$ cat config.mk
export PLATFORM = sky130hd
export DESIGN_NAME = spq_ctrl
export DESIGN_NICKNAME = d
export VERILOG_FILES = /design/src/rtl/spq_pkg.sv /design/src/rtl/spq_ctrl.sv
export VERILOG_INCLUDE_DIRS = /design/src /design/src/rtl
export SDC_FILE = /design/constraint.sdc
export NUM_CORES = 1
export LEC_CHECK = 0
export BUFFER_PORTS_ARGS = -buffer_cell sky130_fd_sc_hd__buf_2
export CORE_AREA = 2 2 39 41
export DETAILED_ROUTE_END_ITERATION = 8
export DIE_AREA = 0 0 41 43
export SLEW_MARGIN = 20
export SYNTH_ARGS = -nofsm -noshare
export SYNTH_HDL_FRONTEND = slang
export SYNTH_SLANG_ARGS = --single-unit
export TNS_END_PERCENT = 1
$ cat constraint.sdc
create_clock -name i_clk -period 1.1 [get_ports i_clk]
set_input_delay 0.22 -clock i_clk [delete_from_list [all_inputs] [get_ports i_clk]]
set_output_delay 0.22 -clock i_clk [all_outputs]
set_load 0.02 [all_outputs]
$ cat src/rtl/assert_macros.svh
// Assertion helpers shared by the RTL modules.
`ifndef ASSERT_MACROS_SVH
`define ASSERT_MACROS_SVH
`ifndef NO_ASSERTIONS
// Property that must hold at every clock edge outside reset.
`define SPQ_ASSERT(label, clk, rst_n, expr, msg) \
    label: assert property (@(posedge clk) disable iff (!rst_n) (expr)) else $error(msg);
// Condition in one cycle implies a consequence in the next.
`define SPQ_ASSERT_NEXT(label, clk, rst_n, ante, cons, msg) \
    label: assert property (@(posedge clk) disable iff (!rst_n) (ante) |=> (cons)) \
        else $error(msg);
`else
`define SPQ_ASSERT(label, clk, rst_n, expr, msg)
`define SPQ_ASSERT_NEXT(label, clk, rst_n, ante, cons, msg)
`endif
`endif

$ cat src/rtl/spq_pkg.sv
`default_nettype none
package spq_pkg;
    localparam int KEY_W = 20;
    localparam int HANDLE_W = 16;
    localparam int SEQ_W = 32;
    localparam int OCC_W = 7;

    localparam logic CMD_PUSH = 1'b0;
    localparam logic CMD_POP = 1'b1;

    localparam logic [1:0] ST_OK = 2'd0;
    localparam logic [1:0] ST_EMPTY = 2'd1;
    localparam logic [1:0] ST_FULL = 2'd2;
    localparam logic [1:0] ST_EXHAUSTED = 2'd3;

    typedef struct packed {
        logic                command;
        logic [KEY_W-1:0]    priority_key;
        logic [HANDLE_W-1:0] payload_handle;
    } t_in;

    typedef struct packed {
        logic [1:0]          status;
        logic [KEY_W-1:0]    out_key;
        logic [HANDLE_W-1:0] out_handle;
        logic [SEQ_W-1:0]    out_sequence;
        logic [OCC_W-1:0]    occupancy;
    } t_out;

    typedef struct packed {
        logic [KEY_W-1:0]    key;
        logic [SEQ_W-1:0]    seq;
        logic [HANDLE_W-1:0] handle;
    } t_entry;

    // Controller to datapath.
    typedef struct packed {
        logic push;
        logic pop_empty;
        logic pop_start;
        logic scan;
    } t_cmd;

    // Datapath to controller.
    typedef struct packed {
        logic empty;
        logic scan_last;
    } t_stat;
endpackage
`default_nettype wire

$ cat src/rtl/spq_ctrl.sv
`default_nettype none
`include "assert_macros.svh"
module spq_ctrl (
    input  wire logic           i_clk,
    input  wire logic           i_rst_n,
    input  wire logic           i_in_valid,
    input  wire logic           i_in_command,
    output logic                o_in_ready,
    output logic                o_out_valid,
    input  wire logic           i_out_ready,
    input  wire spq_pkg::t_stat i_stat,
    output spq_pkg::t_cmd       o_cmd
);
    import spq_pkg::*;

    typedef enum logic {S_IDLE, S_SCAN} t_state;

    t_state r_state, n_state;
    logic   r_out_valid, n_out_valid;
    logic   accept;

    always_comb begin
        o_in_ready = (r_state == S_IDLE) && (!r_out_valid || i_out_ready);
        accept = i_in_valid && o_in_ready;
        o_cmd.push = accept && (i_in_command == CMD_PUSH);
        o_cmd.pop_empty = accept && (i_in_command == CMD_POP) && i_stat.empty;
        o_cmd.pop_start = accept && (i_in_command == CMD_POP) && !i_stat.empty;
        o_cmd.scan = (r_state == S_SCAN);

        n_state = r_state;
        n_out_valid = r_out_valid && !i_out_ready;
        case (r_state)
            S_IDLE: begin
                if (o_cmd.pop_start) begin
                    n_state = S_SCAN;
                end
                if (o_cmd.push || o_cmd.pop_empty) begin
                    n_out_valid = 1'b1;
                end
            end
            S_SCAN: begin
                if (i_stat.scan_last) begin
                    n_state = S_IDLE;
                    n_out_valid = 1'b1;
                end
            end
            default: begin
                n_state = S_IDLE;
            end
        endcase
    end

    always_ff @(posedge i_clk) begin
        if (!i_rst_n) begin
            r_state <= S_IDLE;
            r_out_valid <= 1'b0;
        end else begin
            r_state <= n_state;
            r_out_valid <= n_out_valid;
        end
    end

    assign o_out_valid = r_out_valid;

    `SPQ_ASSERT(a_scan_slot_free, i_clk, i_rst_n, !(r_state == S_SCAN && r_out_valid),
        "result register occupied during a scan")
    `SPQ_ASSERT_NEXT(a_pop_scans, i_clk, i_rst_n, o_cmd.pop_start, r_state == S_SCAN,
        "pop did not start a scan")
    `SPQ_ASSERT_NEXT(a_push_result, i_clk, i_rst_n, o_cmd.push, r_out_valid,
        "push gave no result")
endmodule
`default_nettype wire

### Word level (Yosys, flattened, before mapping)

Cells that the tools add are included.

| word-level totals | value |
|---|---|
| bits of input ports | 7 |
| memory bits (writable) | 0 |
| bits in latches | 0 |
| output and inout port bits | 6 |
| memories | 0 |
| bits in registers | 2 |
| logic and storage cells | 22 |
| ROM bits | 0 |

| operators by class | value |
|---|---|
| equality and inequality tests | 0 |
| magnitude comparators | 0 |
| add/sub/neg operators | 0 |
| bitwise operators | 2 |
| shift operators | 0 |
| multiply operators | 0 |
| reduce and logical (&&, ||, !) cells | 12 |
| multiplexer cells | 6 |
| divide/modulo/power cells | 0 |

Operators with widths:

| kind | count |
|---|---|
| $logic_and 1x1->1 | 7 |
| $mux 1 | 4 |
| $pmux 1 s2 | 2 |
| $logic_not 1->1 | 3 |
| $logic_or 1x1->1 | 2 |
| $not 1->1 | 2 |

### Depth between registers and ports, before layout

| depth | value |
|---|---|
| word-level depth | 9 |
| mapped depth | 3 |
| gate-level depth less buffers | 3 |

### Worst setup path after synthesis

OpenSTA, ideal clock, no wires.

| path | value |
|---|---|
| path type | register to output |
| start point | register r_out_valid, in the netlist o_out_valid |
| end point | output port o_cmd[1] in the netlist's numbering |
| path slack | -0.101 ns |
| stages on the path, launching flop included | 4 |
| arrival time | 0.981 ns |
| data required time | 0.880 ns |
| cells stage by stage | dfxtp_1 -> nor2b_1 -> nand2b_4 -> nor2_1 |

RTL lines:

| item | line | source |
|---|---|---|
| from (decl) | spq_ctrl.sv:19 | `logic r_out_valid, n_out_valid;` |
| from (signal assigned) | spq_ctrl.sv:59 | `r_out_valid <= n_out_valid;` |
| to (decl) | spq_ctrl.sv:12 | `output spq_pkg::t_cmd o_cmd` |

==> reports/results.ini <==
[yosys]
syn_inst=17
synth_xor_area_share_pct=0
synth_most_common_cell=nor2_1
synth-compound-area-share_pct=18.5
yosys.area_share.adder_pct=0
yosys-top-cells-area=dfxtp_1 27%, nor2_1 13%, a221oi_2 10%
yosys-top-cells-count=5 x nor2_1, 2 x dfxtp_1
ys_seq_area_share_pct=26.9
yosysTopAreaCell=dfxtp_1
yosysWarnings=0
syn-cell-area_um2=149
synthesis.nets=24
synth_seq_cells=2
synth_mux_area_share_pct=0
synth_flop_cell=dfxtp_1
synth.distinct_cells=12
synth-edff-count=0
async_flop_share_pct=0
synth_top_family_by_area=simple AND/OR/NAND/NOR gates
synthSimpleGateAreaFrac_pct=47.1
synth_top_cell_area_share_pct=26.9
postSynthAreaPerCell_um2=8.76

[cts]
cts_tree=done
cts_made_buffers=3
cts_sinks=2
cts-root-buf=clkbuf_4
htreeDepth=1
cts_hold_buf=0
clkTransAtPathRegs_ns=0.03
clockBufferDepth=2
clk-insertion-delay-late_ns=0.23

[hold_path]
whs_endpoint=r_state$_SDFF_PN0_
hp-start=i_rst_n
hold_depth=3
worstHoldPathType=in -> reg

[critical_path]
worstPathRequired_ns=0.88
reg2reg_from=o_out_valid$_SDFF_PN0_
worstSetupEndpointType=output port
worstPathMaxFanout=4
r2r_slack_ns=-0.04
worstReg2RegEnd=r_state$_SDFF_PN0_
r2r_cells=5
critPathKind=reg -> out
arrival_ns=1.04
critPathLaunchType=register

[timing]
max-slew-margin-rel_pct=84.6
slew_violations=0
tns_ns=-0.624
fin_ws_ns=-0.157
tightest_slew_ns=0.231
skew_ns=0.00491
rsz0062_at_grt=yes
finalSetupViolations=6
finalHoldViolCount=0
min_period_ns=1.26
fmax_mhz=795
fin_crit_sh_pct=114

[pwr]
vdd.ir_drop.worst_mv=0.268
power.total_uw=359
power.density_nw_per_um2=1090
leakage_nw=0.154

[cells_and_area]
final_nets=44
drive_gt1_share_pct=82.9
utilization_pct=23.8
area_growth_pct=121
antenna_cells=0
stdcell_area_um2=329
n_fill_cell=158
fin_cells=51

[placed_design]
portBuffers=12
gp_congestion=0.590
place_hpwl_um=310
placed_cells=46
place_area_um2=246

[global_routing]
grt_pass1_wl_um=710
track_usage_pct=6.21
grt.overflow.total=0
first_global_vias=190
grt_antenna_before_repair=0
grt_max_degree=5

[run_status]
outcome=complete, but fails checks
violations=negative setup slack

[floorplan]
coreArea_um2=1380
row_count=14
die_x_um=41
dieArea_um2=1760
die_y_um=43
io_pins=13
initial_core_util_pct=10.8

[drt]
drc=0
drt-total-wl_um=448
wl_per_cell_um=8.78
ant_nets=0
drt-initial-drc-count=0
post_drt_via_cell_ratio=3.65
firstDrtPassIters=1
vias=186

[flow_run]
max_cap_violations=0

==> timing repair <==
action / CTS / global route
pin swaps: 2 / 0
gates resized for setup: 12 / 1
buffers inserted: 1 / 1
endpoints found under the setup margin: 5 / 5
==> cell families after synthesis <==
group	after synthesis
compound gates	2
buf+inv	2
flops	2
simple gates	11
==> layout by cell type, fill, tap and decap left out, drive strengths merged <==
master,instances
a221oi,1
nand3b,1
nor2b,2
o31ai,1
nand2b,2
buf,16
dfxtp,2
clkbuf,3
nor2,5
nand2,1
inv,1
==> registers in the layout, summed over array words and instances, names as in the netlist <==
| register | count |
|---|---|
| o_out_valid | 1 |
| r_state | 1 |
==> where the power goes <==
group,internal [mW],total [mW],switching (mW)
sequential,0.0781,0.0809,0.00286
clock,0.121,0.164,0.0436
combinational,0.0575,0.114,0.0563
==> through the flow <==
stage               hold slack [ns]  setup slack [ns]
detailed placement            0.486            0.0184
global route                  0.266            -0.218
CTS                           0.254            -0.167
global placement              0.488            0.0190
floorplan                     0.361           -0.0373
finish                        0.269            -0.157
==> worst max-delay path: stages (launching register included) <==
cell	delay, ns
dfxtp_2	0.31
nor2b_4	0.12
nand2b_4	0.17
nor2_4	0.09
buf_6	0.12
==> routing by layer <==
layer	vias to the layer above	share of wire [%]	routed length [um]	GRT usage, %
met5	-	0	0	0
met4	0	0	0	4.00
li1	93	-	-	-
met1	82	40	179	6.37
met2	11	50	222	9.06
met3	0	10	46	3.66
==> layout make-up <==
type / instances / area [um2] / area share, %
Multi-Input combinational cell: 13 / 130 / 39.5
Timing Repair Buffer: 16 / 111 / 33.8
Clock buffer: 3 / 22.5 / 6.84
Inverter: 1 / 3.75 / 1.14
Tap cell: 16 / 20.0 / 6.08
Sequential cell: 2 / 41.3 / 12.5
==> worst max path at each step <==
stage,to,start,cells after the start
CTS,o_cmd[1],o_out_valid$_SDFF_PN0_,4
floorplan,o_cmd[1],o_out_valid$_SDFF_PN0_,3
finish,o_cmd[1],o_out_valid$_SDFF_PN0_,4
detailed placement,o_cmd[1],o_out_valid$_SDFF_PN0_,4
global route,o_cmd[1],o_out_valid$_SDFF_PN0_,4
global placement,o_cmd[1],o_out_valid$_SDFF_PN0_,4
No activity file was read; power rests on OpenSTA's default activity.
